$ cat src/rtl/dcsq_pkg.sv
package dcsq_pkg;

    typedef enum logic [1:0] {
        OP_CREATE = 2'd0,
        OP_QUERY  = 2'd1,
        OP_FREE   = 2'd2,
        OP_POP    = 2'd3
    } op_t;

    typedef enum logic [1:0] {
        ST_OK     = 2'd0,
        ST_FULL   = 2'd1,
        ST_EMPTY  = 2'd2,
        ST_REJECT = 2'd3
    } status_t;

    typedef enum logic [1:0] {
        BK_IDLE  = 2'd0,
        BK_EXEC  = 2'd1,
        BK_READ  = 2'd2,
        BK_REPLY = 2'd3
    } bk_state_t;

    typedef struct packed {
        logic [1:0]  op;
        logic        kind;
        logic [31:0] buffer_address;
        logic [27:0] sector_address;
        logic [7:0]  slot;
    } cmd_t;

    typedef struct packed {
        logic [1:0]  status;
        logic [7:0]  slot_id;
        logic        is_ready;
        logic        popped_kind;
        logic [31:0] popped_buffer_address;
        logic [27:0] popped_sector_address;
    } result_t;

    localparam logic [8:0] END_MARK = 9'h100;

endpackage

$ cat src/rtl/dcsq_front.sv
module dcsq_front
(
    input  logic            clk,
    input  logic            rst_n,
    input  logic            start,
    input  dcsq_pkg::cmd_t  command,
    input  logic            take,
    output logic            busy,
    output logic            avail,
    output dcsq_pkg::cmd_t  item
);

    // one-entry queue between front and back
    logic           full_reg;
    logic           full_next;
    dcsq_pkg::cmd_t item_reg;

    assign busy  = full_reg;
    assign avail = full_reg;
    assign item  = item_reg;

    always_comb
    begin
        full_next = full_reg;
        if (take)
        begin
            full_next = 1'b0;
        end
        if (start && !full_reg)
        begin
            full_next = 1'b1;
        end
    end

    always_ff @(posedge clk or negedge rst_n)
    begin
        if (!rst_n)
        begin
            full_reg <= 1'b0;
        end
        else
        begin
            full_reg <= full_next;
        end
    end

    always_ff @(posedge clk)
    begin
        if (start && !full_reg)
        begin
            item_reg <= command;
        end
    end

endmodule

$ cat config.mk
export PLATFORM = sky130hd
export DESIGN_NAME = dcsq_front
export DESIGN_NICKNAME = d
export VERILOG_FILES = /design/src/rtl/dcsq_pkg.sv /design/src/rtl/dcsq_front.sv
export SDC_FILE = /design/constraint.sdc
export NUM_CORES = 1
export LEC_CHECK = 0
export ABC_AREA = 1
export ABC_CLOCK_PERIOD_IN_PS = 2700
export BUFFER_PORTS_ARGS = -buffer_cell sky130_fd_sc_hd__buf_2
export CAP_MARGIN = 20
export CORE_MARGIN = 3
export CORE_UTILIZATION = 28
export DETAILED_ROUTE_END_ITERATION = 7
export GPL_ROUTABILITY_DRIVEN = 0
export HOLD_SLACK_MARGIN = 0.03
export REMOVE_ABC_BUFFERS = 1
export SETUP_SLACK_MARGIN = 0.5
export SLEW_MARGIN = 20
export SYNTH_ARGS = -nofsm -noshare
export SYNTH_HDL_FRONTEND = slang
export SYNTH_SLANG_ARGS = --single-unit
$ cat constraint.sdc
create_clock -name clk -period 2.7 [get_ports clk]
set_clock_uncertainty 0.05 [all_clocks]
set_input_delay 0.135 -clock clk [delete_from_list [all_inputs] [get_ports clk]]
set_output_delay 0.135 -clock clk [all_outputs]
set_load 0.05 [all_outputs]
==> results of run 1 <==
kinds of logic after synthesis:
kind of cell	Yosys count
buf+inv	4
flops	72
simple gates	3
synth_stat cells:
master / n / area [um^2]
inv_1: 3 / 11.3
nand2_1: 1 / 3.75
buf_4: 1 / 7.51
dfrtp_1: 1 / 25.0
edfxtp_1: 71 / 2130
nand2_2: 2 / 12.5
final cells by class:
class,count,share of cell area [%]
sequential,72,53.6
timing repair buffer,224,37.6
clock buffer,9,3.08
tap,99,3.08
clock inverter,7,1.80
multi-input combinational,3,0.404
inverter,3,0.280
antenna,1,0.0622
per-layer routing:
| layer | wire length [um] | vias to the layer above | track usage, % |
|---|---|---|---|
| li1 | - | 778 | - |
| met1 | 2200 | 716 | 15.6 |
| met2 | 3020 | 97 | 22.8 |
| met3 | 710 | 8 | 8.61 |
| met4 | 59 | 0 | 5.05 |
| met5 | 0 | - | 0 |
where the power goes:
| part | switching (mW) | internal (mW) |
|---|---|---|
| Clock | 0.403 | 0.426 |
| Sequential | 0.0197 | 1.33 |
| Combinational | 0.377 | 0.169 |
| Total | 0.800 | 1.92 |
how the worst min path moves through the flow:
stage | from | endpoint
global placement | rst_n | avail
CTS | command[24] | item[24]
global route | command[51] | item[51]
detailed placement | rst_n | avail
finish | command[60] | item[60]
floorplan | rst_n | avail
cell usage in the layout (no fill, tap or decap), drive strengths merged:
cell type / synthesis / final
buf: 1 / 149
bufinv: 0 / 1
clkbuf: 0 / 9
clkinv: 0 / 5
clkinvlp: 0 / 1
dfrtp: 1 / 1
diode: 0 / 1
dlygate4sd3: 0 / 75
edfxtp: 71 / 71
inv: 3 / 3
nand2: 3 / 3
through the flow:
step / power (mW) / area, um^2 / setup slack (ns) / setup TNS, ns / instances
after floorplan: 1.69 / 2180 / -0.139 / -9.85 / 78
after global placement: 1.82 / 3070 / 1.05 / 0 / 326
after detailed placement: 1.83 / 3070 / 0.980 / 0 / 326
after CTS: 2.74 / 4020 / 0.960 / 0 / 417
after global routing: 2.85 / 4020 / 0.814 / 0 / 418
final: 2.72 / 4020 / 0.964 / 0 / 418
worst max-delay path: stages, from the launching register on:
cell and delay (ns):
dfrtp_1 0.43, inv_1 0.08, nand2_2 0.07, inv_2 0.39, buf_4 0.38
timing repair:
action                                  in CTS  in global routing
hold buffers                                75                  0
gates resized for setup                      0                  0
setup buffers                                0                  0
endpoints found under the hold margin       73                  0
endpoints found under the setup margin       0                  0
==> impl_metrics.xml, run 1 <==
<?xml version="1.0" encoding="UTF-8"?>
<metrics>
  <group name="critical_path">
    <metric name="r2r-end" unit="">item[28]</metric>
    <metric name="worst_ep_arrival_time" unit="ns">1.69</metric>
    <metric name="end_kind" unit="">flip-flop</metric>
    <metric name="critical_path.endpoint" unit="">item[28]</metric>
    <metric name="crit_required" unit="ns">2.66</metric>
    <metric name="startpoint_type" unit="">flip-flop</metric>
    <metric name="crit_fanout" unit="">23</metric>
    <metric name="setup.worst_path.class" unit="">flip-flop to flip-flop</metric>
    <metric name="reg2reg_setup_slack" unit="ns">0.96</metric>
    <metric name="reg2reg_from" unit="">avail</metric>
    <metric name="timing.critical_path.from" unit="">avail</metric>
    <metric name="worst-r2r-cell-count" unit="">4</metric>
  </group>
  <group name="clocking">
    <metric name="cts_inserted_buffers" unit="">9</metric>
    <metric name="clk_root_buffer_cell" unit="">clkbuf_8</metric>
    <metric name="tritoncts_clock_tree" unit="">built</metric>
    <metric name="cts_max_level" unit="">3</metric>
    <metric name="cts_buffer_depth" unit="">2</metric>
    <metric name="clkSinkCount" unit="">72</metric>
    <metric name="insertion_delay" unit="ns">0.33</metric>
    <metric name="clk_transition_reported_paths" unit="ns">0.09</metric>
  </group>
  <group name="floorplanning">
    <metric name="initial_core_util" unit="%">29.6</metric>
    <metric name="core_area" unit="mm^2">0.00741</metric>
    <metric name="die-area" unit="mm^2">0.00893</metric>
    <metric name="dieWidth" unit="um">94.5</metric>
    <metric name="placementRows" unit="">31</metric>
    <metric name="die_height" unit="um">94.5</metric>
    <metric name="design.portCount" unit="">148</metric>
  </group>
  <group name="power">
    <metric name="vdd.ir_drop.worst" unit="uV">387</metric>
    <metric name="power.density_cell_area" unit="mW/mm^2">677</metric>
    <metric name="leak" unit="nW">1.71</metric>
  </group>
  <group name="logic_synthesis">
    <metric name="post_synth_num_cell_types" unit="">6</metric>
    <metric name="synth_compound_gate_area_share" unit="%">0</metric>
    <metric name="postSynthAreaPerCell" unit="um^2">27.7</metric>
    <metric name="synth_adder_area_share" unit="%">0</metric>
    <metric name="dominant_combinational_cell_family_by_area_after_synthesis" unit="">buffers and inverters</metric>
    <metric name="simple_gate_share_of_the_synthesized_area" unit="%">0.742</metric>
    <metric name="share_of_the_synthesized_netlist_area_taken_by_xor_and_xnor_gates" unit="%">0</metric>
    <metric name="synth.yosys.seq_area_share" unit="%">98.4</metric>
    <metric name="syn_area" unit="mm^2">0.00219</metric>
    <metric name="muxShareOfSynthArea" unit="%">0</metric>
    <metric name="post_synth_inst_count" unit="">79</metric>
    <metric name="flops_latches_synth" unit="">72</metric>
    <metric name="yosys_warnings" unit="">0</metric>
  </group>
  <group name="timing">
    <metric name="hold_viol_final" unit="">0</metric>
    <metric name="max_freq" unit="MHz">576</metric>
    <metric name="rsz_0062_raised_after_global_routing" unit="">no</metric>
    <metric name="final_number_of_max_transition_violations" unit="">0</metric>
    <metric name="slew_headroom" unit="%">66.2</metric>
    <metric name="finalSetupViolCount" unit="">0</metric>
    <metric name="post-route-period-util" unit="%">64.3</metric>
    <metric name="max_slew.worst_pin.slew" unit="ns">0.506</metric>
    <metric name="final_critical_period" unit="ns">1.74</metric>
    <metric name="hold_ws" unit="ns">0.443</metric>
  </group>
  <group name="place">
    <metric name="portBuffers" unit="">147</metric>
    <metric name="place.detailed.hpwl" unit="mm">3.58</metric>
  </group>
  <group name="hold_path">
    <metric name="hold_path.class" unit="">primary input to flip-flop</metric>
    <metric name="hold-path-cell-count" unit="">2</metric>
  </group>
  <group name="global_route">
    <metric name="grt_antenna_before_repair" unit="">1</metric>
    <metric name="grt_start_max_net_pins" unit="">30</metric>
    <metric name="vias_in_the_first_global_route" unit="">1779</metric>
    <metric name="grt_pass1_wl" unit="mm">9.17</metric>
    <metric name="track_usage" unit="%">14.2</metric>
    <metric name="grt.overflow.total" unit="">0</metric>
  </group>
  <group name="detailed_routing">
    <metric name="dr_vias_cell" unit="">3.83</metric>
    <metric name="drtPass1Iterations" unit="">4</metric>
    <metric name="detail_route.drc_violations" unit="">0</metric>
    <metric name="drtIter0Drc" unit="">39</metric>
    <metric name="drt-total-wl" unit="mm">5.98</metric>
    <metric name="vias" unit="">1599</metric>
    <metric name="drt.antenna.violating_nets" unit="">0</metric>
    <metric name="post_drt_wl_per_cell" unit="um">14.3</metric>
  </group>
  <group name="final_layout">
    <metric name="seq_area" unit="mm^2">0.00216</metric>
    <metric name="drive_above_1_share" unit="%">52.5</metric>
    <metric name="multi_input_comb_area" unit="um^2">16.3</metric>
    <metric name="largest_register_ff_count" unit="">71</metric>
    <metric name="fin_nets" unit="">388</metric>
    <metric name="finalCoreUtilization" unit="%">54.3</metric>
    <metric name="area_delta_synth_final" unit="%">83.4</metric>
    <metric name="filler_cell_count" unit="">593</metric>
  </group>
  <group name="status">
    <metric name="status" unit="">finished, final reports clean</metric>
  </group>
  <group name="job">
    <metric name="max_cap_violations" unit="">0</metric>
  </group>
</metrics>
(Power assumes the default switching activity.)
==> run 2: changes to the inputs <==
--- a/config.mk
+++ b/config.mk
@@ -5,8 +5,8 @@
 export SDC_FILE = /design/constraint.sdc
 export NUM_CORES = 1
 export LEC_CHECK = 0
-export ABC_AREA = 1
-export ABC_CLOCK_PERIOD_IN_PS = 2700
+export ABC_AREA = 0
+export ABC_CLOCK_PERIOD_IN_PS = 1400
 export BUFFER_PORTS_ARGS = -buffer_cell sky130_fd_sc_hd__buf_2
 export CAP_MARGIN = 20
 export CORE_MARGIN = 3
==> constraint.sdc (replaced) <==
create_clock -name clk -period 1.4 [get_ports clk]
set_clock_uncertainty 0.05 [all_clocks]
set_input_delay 0.07 -clock clk [delete_from_list [all_inputs] [get_ports clk]]
set_output_delay 0.07 -clock clk [all_outputs]
set_load 0.05 [all_outputs]
==> impl_metrics.xml, run 2 <==
<?xml version="1.0" encoding="UTF-8"?>
<metrics>
  <group name="floorplanning">
    <metric name="die_height" unit="um">94.2</metric>
    <metric name="die-area" unit="mm^2">0.00888</metric>
    <metric name="initial_core_util" unit="%">29.4</metric>
    <metric name="dieWidth" unit="um">94.2</metric>
    <metric name="core_area" unit="mm^2">0.00741</metric>
    <metric name="placementRows" unit="">31</metric>
    <metric name="design.portCount" unit="">148</metric>
  </group>
  <group name="critical_path">
    <metric name="crit_fanout" unit="">35</metric>
    <metric name="timing.critical_path.from" unit="">avail</metric>
    <metric name="end_kind" unit="">flip-flop</metric>
    <metric name="setup.worst_path.class" unit="">flip-flop to flip-flop</metric>
    <metric name="worst_ep_arrival_time" unit="ns">1.19</metric>
    <metric name="startpoint_type" unit="">flip-flop</metric>
    <metric name="reg2reg_from" unit="">avail</metric>
    <metric name="crit_required" unit="ns">1.38</metric>
  </group>
  <group name="logic_synthesis">
    <metric name="synth.top_cell.area_share" unit="%">97.8</metric>
    <metric name="synth.largest_area_cell" unit="">edfxtp_1</metric>
    <metric name="synth.yosys.seq_area_share" unit="%">99.0</metric>
    <metric name="synth_enable_flop_cells" unit="">71</metric>
    <metric name="flops_latches_synth" unit="">72</metric>
    <metric name="ys_async_sr_fraction" unit="%">1.39</metric>
    <metric name="synth_most_common_cell" unit="">edfxtp_1</metric>
    <metric name="syn_area" unit="mm^2">0.00218</metric>
    <metric name="dominantRegCellSynth" unit="">edfxtp_1</metric>
    <metric name="post_synth_num_cell_types" unit="">6</metric>
    <metric name="yosys_warnings" unit="">0</metric>
    <metric name="postSynthAreaPerCell" unit="um^2">28.7</metric>
    <metric name="netlist_top_cells_area" unit="">edfxtp_1 98%, dfrtp_1 1.1%, buf_4 0.34%</metric>
    <metric name="post_synth_inst_count" unit="">76</metric>
  </group>
  <group name="clocking">
    <metric name="cts_max_level" unit="">3</metric>
    <metric name="clk_transition_reported_paths" unit="ns">0.08</metric>
    <metric name="cts_inserted_buffers" unit="">9</metric>
    <metric name="insertion_delay" unit="ns">0.33</metric>
    <metric name="cts_buffer_depth" unit="">2</metric>
    <metric name="clkSinkCount" unit="">72</metric>
    <metric name="clk_root_buffer_cell" unit="">clkbuf_8</metric>
    <metric name="tritoncts_clock_tree" unit="">built</metric>
  </group>
  <group name="detailed_routing">
    <metric name="drt.antenna.violating_nets" unit="">0</metric>
    <metric name="vias" unit="">1648</metric>
    <metric name="detail_route.drc_violations" unit="">0</metric>
    <metric name="post_drt_wl_per_cell" unit="um">15.1</metric>
    <metric name="dr_vias_cell" unit="">3.95</metric>
    <metric name="drt-total-wl" unit="mm">6.31</metric>
    <metric name="drtIter0Drc" unit="">39</metric>
    <metric name="drtPass1Iterations" unit="">4</metric>
  </group>
  <group name="power">
    <metric name="p_seq_share" unit="%">47.6</metric>
    <metric name="power.switching" unit="mW">1.47</metric>
    <metric name="p_clk_share" unit="%">31.1</metric>
    <metric name="power.density_cell_area" unit="mW/mm^2">1220</metric>
    <metric name="vdd.ir_drop.worst" unit="uV">734</metric>
    <metric name="combinational_fraction_of_design_power" unit="%">21.3</metric>
    <metric name="leak" unit="nW">1.86</metric>
    <metric name="cellInternalPower" unit="mW">4.03</metric>
    <metric name="sw_frac_of_total" unit="%">26.7</metric>
  </group>
  <group name="timing">
    <metric name="max_slew.worst_pin.slew" unit="ns">0.193</metric>
    <metric name="finalSetupViolCount" unit="">0</metric>
    <metric name="hold_viol_final" unit="">0</metric>
    <metric name="rsz_0062_raised_after_global_routing" unit="">yes</metric>
    <metric name="hold_ws" unit="ns">0.291</metric>
    <metric name="final.setup.tns" unit="ns">0</metric>
    <metric name="final_number_of_max_transition_violations" unit="">0</metric>
    <metric name="post-route-period-util" unit="%">87.0</metric>
    <metric name="post-route-worst-setup-slack" unit="ns">0.182</metric>
    <metric name="slew_headroom" unit="%">87.2</metric>
    <metric name="max_freq" unit="MHz">821</metric>
    <metric name="final_critical_period" unit="ns">1.22</metric>
  </group>
  <group name="status">
    <metric name="status" unit="">finished, final reports clean</metric>
  </group>
  <group name="final_layout">
    <metric name="area_delta_synth_final" unit="%">107</metric>
    <metric name="fin_nets" unit="">387</metric>
    <metric name="filler_cell_count" unit="">558</metric>
    <metric name="largest_register_ff_count" unit="">71</metric>
    <metric name="fin_area" unit="mm^2">0.00452</metric>
    <metric name="drive_above_1_share" unit="%">53.0</metric>
    <metric name="fin_cells" unit="">417</metric>
    <metric name="mostFrequentLayoutCell" unit="">dlygate4sd3_1</metric>
    <metric name="final_cell_mix" unit="">75 x dlygate4sd3_1, 74 x buf_2, 73 x buf_6</metric>
  </group>
  <group name="place">
    <metric name="dpl_worst_slack" unit="ns">0.160</metric>
    <metric name="portBuffers" unit="">147</metric>
    <metric name="placed_cells" unit="">323</metric>
    <metric name="place.detailed.hpwl" unit="mm">3.61</metric>
    <metric name="place_area" unit="mm^2">0.00308</metric>
  </group>
  <group name="global_route">
    <metric name="vias_in_the_first_global_route" unit="">1880</metric>
    <metric name="grt.overflow.total" unit="">0</metric>
    <metric name="track_usage" unit="%">14.9</metric>
    <metric name="grt_pass1_wl" unit="mm">9.62</metric>
    <metric name="grt_antenna_before_repair" unit="">1</metric>
    <metric name="grt_start_max_net_pins" unit="">37</metric>
  </group>
  <group name="hold_path">
    <metric name="hold_path.class" unit="">primary input to flip-flop</metric>
    <metric name="hp-start" unit="">start</metric>
  </group>
  <group name="job">
    <metric name="max_cap_violations" unit="">0</metric>
  </group>
</metrics>
[run 2: changes by cell type in the layout (fill, tap and decap cells not counted), moves of 2 or more]
cell and delta:
buf_2 -73, buf_6 +73, clkinv_4 -2, inv_1 -2, nand2_2 -2
[run 2: cell type report]
cell class                      count  area (um^2)  area share, %
Sequential cell                    72         2160           47.8
Timing Repair Buffer              226         2000           44.2
Clock buffer                        9          124           2.74
Tap cell                           99          124           2.74
Clock inverter                      7         86.3           1.91
Multi-Input combinational cell      3         25.0          0.554
Antenna cell                        1         2.50         0.0554
[run 2: power groups by stage]
stage | registers (mW) | clock network, mW | logic, mW
6_report | 2.61 | 1.71 | 1.17
5_1_grt | 2.63 | 1.86 | 1.23
4_1_cts | 2.61 | 1.77 | 1.16
3_5_place_dp | 2.63 | 0 | 0.830
3_3_place_gp | 2.62 | 0 | 0.824
2_1_floorplan | 3.14 | 0 | 0.0568
[run 2: final timing paths]
kind	to	slack (ns)	depth (start not counted)
setup / recovery	item[39]	0.18	2
hold / removal	item[65]	0.29	3
setup reg to reg	item[39]	0.18	2
hold reg to reg	avail	0.60	2
max in group asynchronous	avail	0.66	3
min in group asynchronous	avail	0.53	3
[run 2: worst max-delay path: stages (launching register included)]
cell,delay [ns]
dfrtp_2,0.44
nor2b_4,0.18
buf_12,0.23
[run 2: kinds of logic (layout without fill, tap and decap cells)]
family / Yosys count / in the layout / synth area share (%)
AO/OA/AOI/OAI: 1 / 1 / 0.229
buffers and inverters: 1 / 242 / 0.345
flip-flops: 72 / 72 / 99.0
other: 0 / 1 / 0
AND/OR/NAND/NOR: 2 / 2 / 0.459
[run 2: per-layer routing]
layer / share of wire, % / GRT usage (%)
met1: 33 / 14.2
met2: 55 / 27.7
met3: 9.8 / 5.69
met4: 2.2 / 7.10
met5: 0 / 0
[run 2: through the flow]
step	power [mW]	util (%)
after detailed placement	3.46	41.6
after floorplan	3.20	-
after global routing	5.71	61.0
after global placement	3.45	41.6
after CTS	5.55	60.9
final	5.50	61.0
[run 2: what timing repair did]
item | in CTS | in global routing
buffers inserted | 2 | 0
setup endpoints to repair | 144 | 145
endpoints found under the hold margin | 73 | 0
hold buffers | 75 | 0
gates resized for setup | 147 | 1
==> run 3: changes to the inputs <==
--- a/config.mk
+++ b/config.mk
@@ -10,10 +10,11 @@
 export BUFFER_PORTS_ARGS = -buffer_cell sky130_fd_sc_hd__buf_2
 export CAP_MARGIN = 20
 export CORE_MARGIN = 3
-export CORE_UTILIZATION = 28
+export CORE_UTILIZATION = 36
 export DETAILED_ROUTE_END_ITERATION = 7
 export GPL_ROUTABILITY_DRIVEN = 0
 export HOLD_SLACK_MARGIN = 0.03
+export PLACE_DENSITY = 0.74
 export REMOVE_ABC_BUFFERS = 1
 export SETUP_SLACK_MARGIN = 0.5
 export SLEW_MARGIN = 20
==> impl_metrics.xml, run 3 (synthesized netlist as in run 2, its figures left out) <==
<?xml version="1.0" encoding="UTF-8"?>
<metrics>
  <group name="critical_path">
    <metric name="setup.worst_path.class" unit="">flip-flop to flip-flop</metric>
    <metric name="worst-r2r-cell-count" unit="">3</metric>
    <metric name="crit_fanout" unit="">14</metric>
    <metric name="startpoint_type" unit="">flip-flop</metric>
    <metric name="worst_ep_arrival_time" unit="ns">1.24</metric>
    <metric name="crit_required" unit="ns">1.40</metric>
    <metric name="end_kind" unit="">flip-flop</metric>
  </group>
  <group name="floorplanning">
    <metric name="die-area" unit="mm^2">0.00702</metric>
    <metric name="die_height" unit="um">83.8</metric>
    <metric name="design.portCount" unit="">148</metric>
    <metric name="dieWidth" unit="um">83.8</metric>
    <metric name="core_area" unit="mm^2">0.00568</metric>
    <metric name="initial_core_util" unit="%">38.4</metric>
    <metric name="placementRows" unit="">27</metric>
  </group>
  <group name="timing">
    <metric name="max_freq" unit="MHz">805</metric>
    <metric name="final_critical_period" unit="ns">1.24</metric>
    <metric name="hold_viol_final" unit="">0</metric>
    <metric name="slew_headroom" unit="%">90.9</metric>
    <metric name="max_slew.worst_pin.slew" unit="ns">0.137</metric>
    <metric name="rsz_0062_raised_after_global_routing" unit="">yes</metric>
    <metric name="post-route-period-util" unit="%">88.7</metric>
    <metric name="finalSetupViolCount" unit="">0</metric>
    <metric name="final_number_of_max_transition_violations" unit="">0</metric>
  </group>
  <group name="global_route">
    <metric name="grt_start_max_net_pins" unit="">29</metric>
    <metric name="grt_pass1_wl" unit="mm">11.6</metric>
    <metric name="vias_in_the_first_global_route" unit="">1962</metric>
    <metric name="grt.overflow.total" unit="">0</metric>
    <metric name="track_usage" unit="%">22.8</metric>
    <metric name="grt_antenna_before_repair" unit="">1</metric>
  </group>
  <group name="detailed_routing">
    <metric name="detail_route.drc_violations" unit="">0</metric>
    <metric name="drt.antenna.violating_nets" unit="">0</metric>
    <metric name="post_drt_wl_per_cell" unit="um">21.3</metric>
    <metric name="drt-total-wl" unit="mm">8.49</metric>
    <metric name="vias" unit="">1834</metric>
    <metric name="drtPass1Iterations" unit="">4</metric>
    <metric name="dr_vias_cell" unit="">4.60</metric>
    <metric name="drtIter0Drc" unit="">138</metric>
  </group>
  <group name="clocking">
    <metric name="cts_inserted_buffers" unit="">9</metric>
    <metric name="clk_transition_reported_paths" unit="ns">0.08</metric>
    <metric name="clkSinkCount" unit="">72</metric>
    <metric name="tritoncts_clock_tree" unit="">built</metric>
    <metric name="insertion_delay" unit="ns">0.34</metric>
    <metric name="clk_root_buffer_cell" unit="">clkbuf_8</metric>
    <metric name="cts_buffer_depth" unit="">2</metric>
    <metric name="cts_max_level" unit="">3</metric>
  </group>
  <group name="power">
    <metric name="vdd.ir_drop.worst" unit="uV">788</metric>
    <metric name="power.density_cell_area" unit="mW/mm^2">1200</metric>
    <metric name="leak" unit="nW">1.93</metric>
  </group>
  <group name="final_layout">
    <metric name="area_delta_synth_final" unit="%">113</metric>
    <metric name="mostFrequentLayoutCell" unit="">buf_6</metric>
    <metric name="drive_above_1_share" unit="%">54.9</metric>
    <metric name="final_cell_mix" unit="">76 x buf_6, 75 x dlygate4sd3_1, 74 x buf_2</metric>
    <metric name="filler_cell_count" unit="">264</metric>
    <metric name="fin_cells" unit="">399</metric>
    <metric name="fin_nets" unit="">396</metric>
    <metric name="fin_area" unit="mm^2">0.00463</metric>
    <metric name="largest_register_ff_count" unit="">71</metric>
  </group>
  <group name="place">
    <metric name="portBuffers" unit="">147</metric>
    <metric name="place_area" unit="mm^2">0.00303</metric>
    <metric name="place.detailed.hpwl" unit="mm">3.89</metric>
    <metric name="placed_cells" unit="">296</metric>
  </group>
  <group name="hold_path">
    <metric name="hold-path-cell-count" unit="">4</metric>
    <metric name="hold_path.class" unit="">primary input to flip-flop</metric>
  </group>
  <group name="status">
    <metric name="status" unit="">finished, final reports clean</metric>
  </group>
  <group name="job">
    <metric name="max_cap_violations" unit="">0</metric>
  </group>
</metrics>
## run 3: changes by cell type in the layout (fill, tap and decap cells not counted), moves of 2 or more
cell	delta
buf_16	+2
clkinv_4	+2
buf_6	+3
buf_4	+2
clkbuf_16	+2
## run 3: final timing paths
path	startpoint	end	slack, ns
min in group asynchronous	rst_n	avail	0.55
max in group asynchronous	rst_n	avail	0.64
setup / recovery	avail	item[17]	0.16
hold / removal	start	item[3]	0.36
setup reg to reg	avail	item[17]	0.16
hold reg to reg	avail	avail	0.70
## run 3: worst max-delay path, stage by stage (launching register included)
cell	delay, ns
dfrtp_2	0.44
nor2b_4	0.16
buf_6	0.15
buf_12	0.15
## run 3: per-layer routing
metal / part of all wire [%] / track usage [%] / vias up
li1: - / - / 800
met1: 36 / 24.6 / 894
met2: 53 / 40.7 / 126
met3: 8.1 / 8.19 / 14
met4: 2.0 / 8.48 / 0
met5: 0 / 0 / -
## run 3: final cells by class
type	count	area [um^2]	area share [%]
Sequential cell	72	2160	46.6
Timing Repair Buffer	235	2150	46.4
Clock buffer	9	124	2.67
Tap cell	72	90.1	1.94
Clock inverter	7	72.6	1.57
Multi-Input combinational cell	3	33.8	0.729
Antenna cell	1	2.50	0.0540
## run 3: power breakdown
| group | internal, mW | switching [mW] | leakage [nW] |
|---|---|---|---|
| Combinational | 0.572 | 0.737 | 1.16 |
| Clock | 0.823 | 0.813 | 0.0968 |
| Sequential | 2.55 | 0.0800 | 0.673 |
## run 3: through the flow
step	setup TNS, ns	total power, mW	hold WS, ns	util [%]	setup slack, ns
after floorplan	-227.02	3.20	-0.276	-	-3.20
after global routing	0	5.76	0.338	81.6	0.122
final	0	5.58	0.358	81.6	0.158
after CTS	0	5.46	0.310	79.9	0.159
after detailed placement	0	3.46	-0.205	53.4	0.126
after global placement	0	3.43	-0.206	53.4	0.163
## run 3: timing repair
action / in CTS / in global routing
cloned: 2 / 3
buffers inserted: 5 / 1
endpoints found under the setup margin: 144 / 145
gates resized for setup: 149 / 9
hold buffers: 75 / 0
hold endpoints to repair: 73 / 0
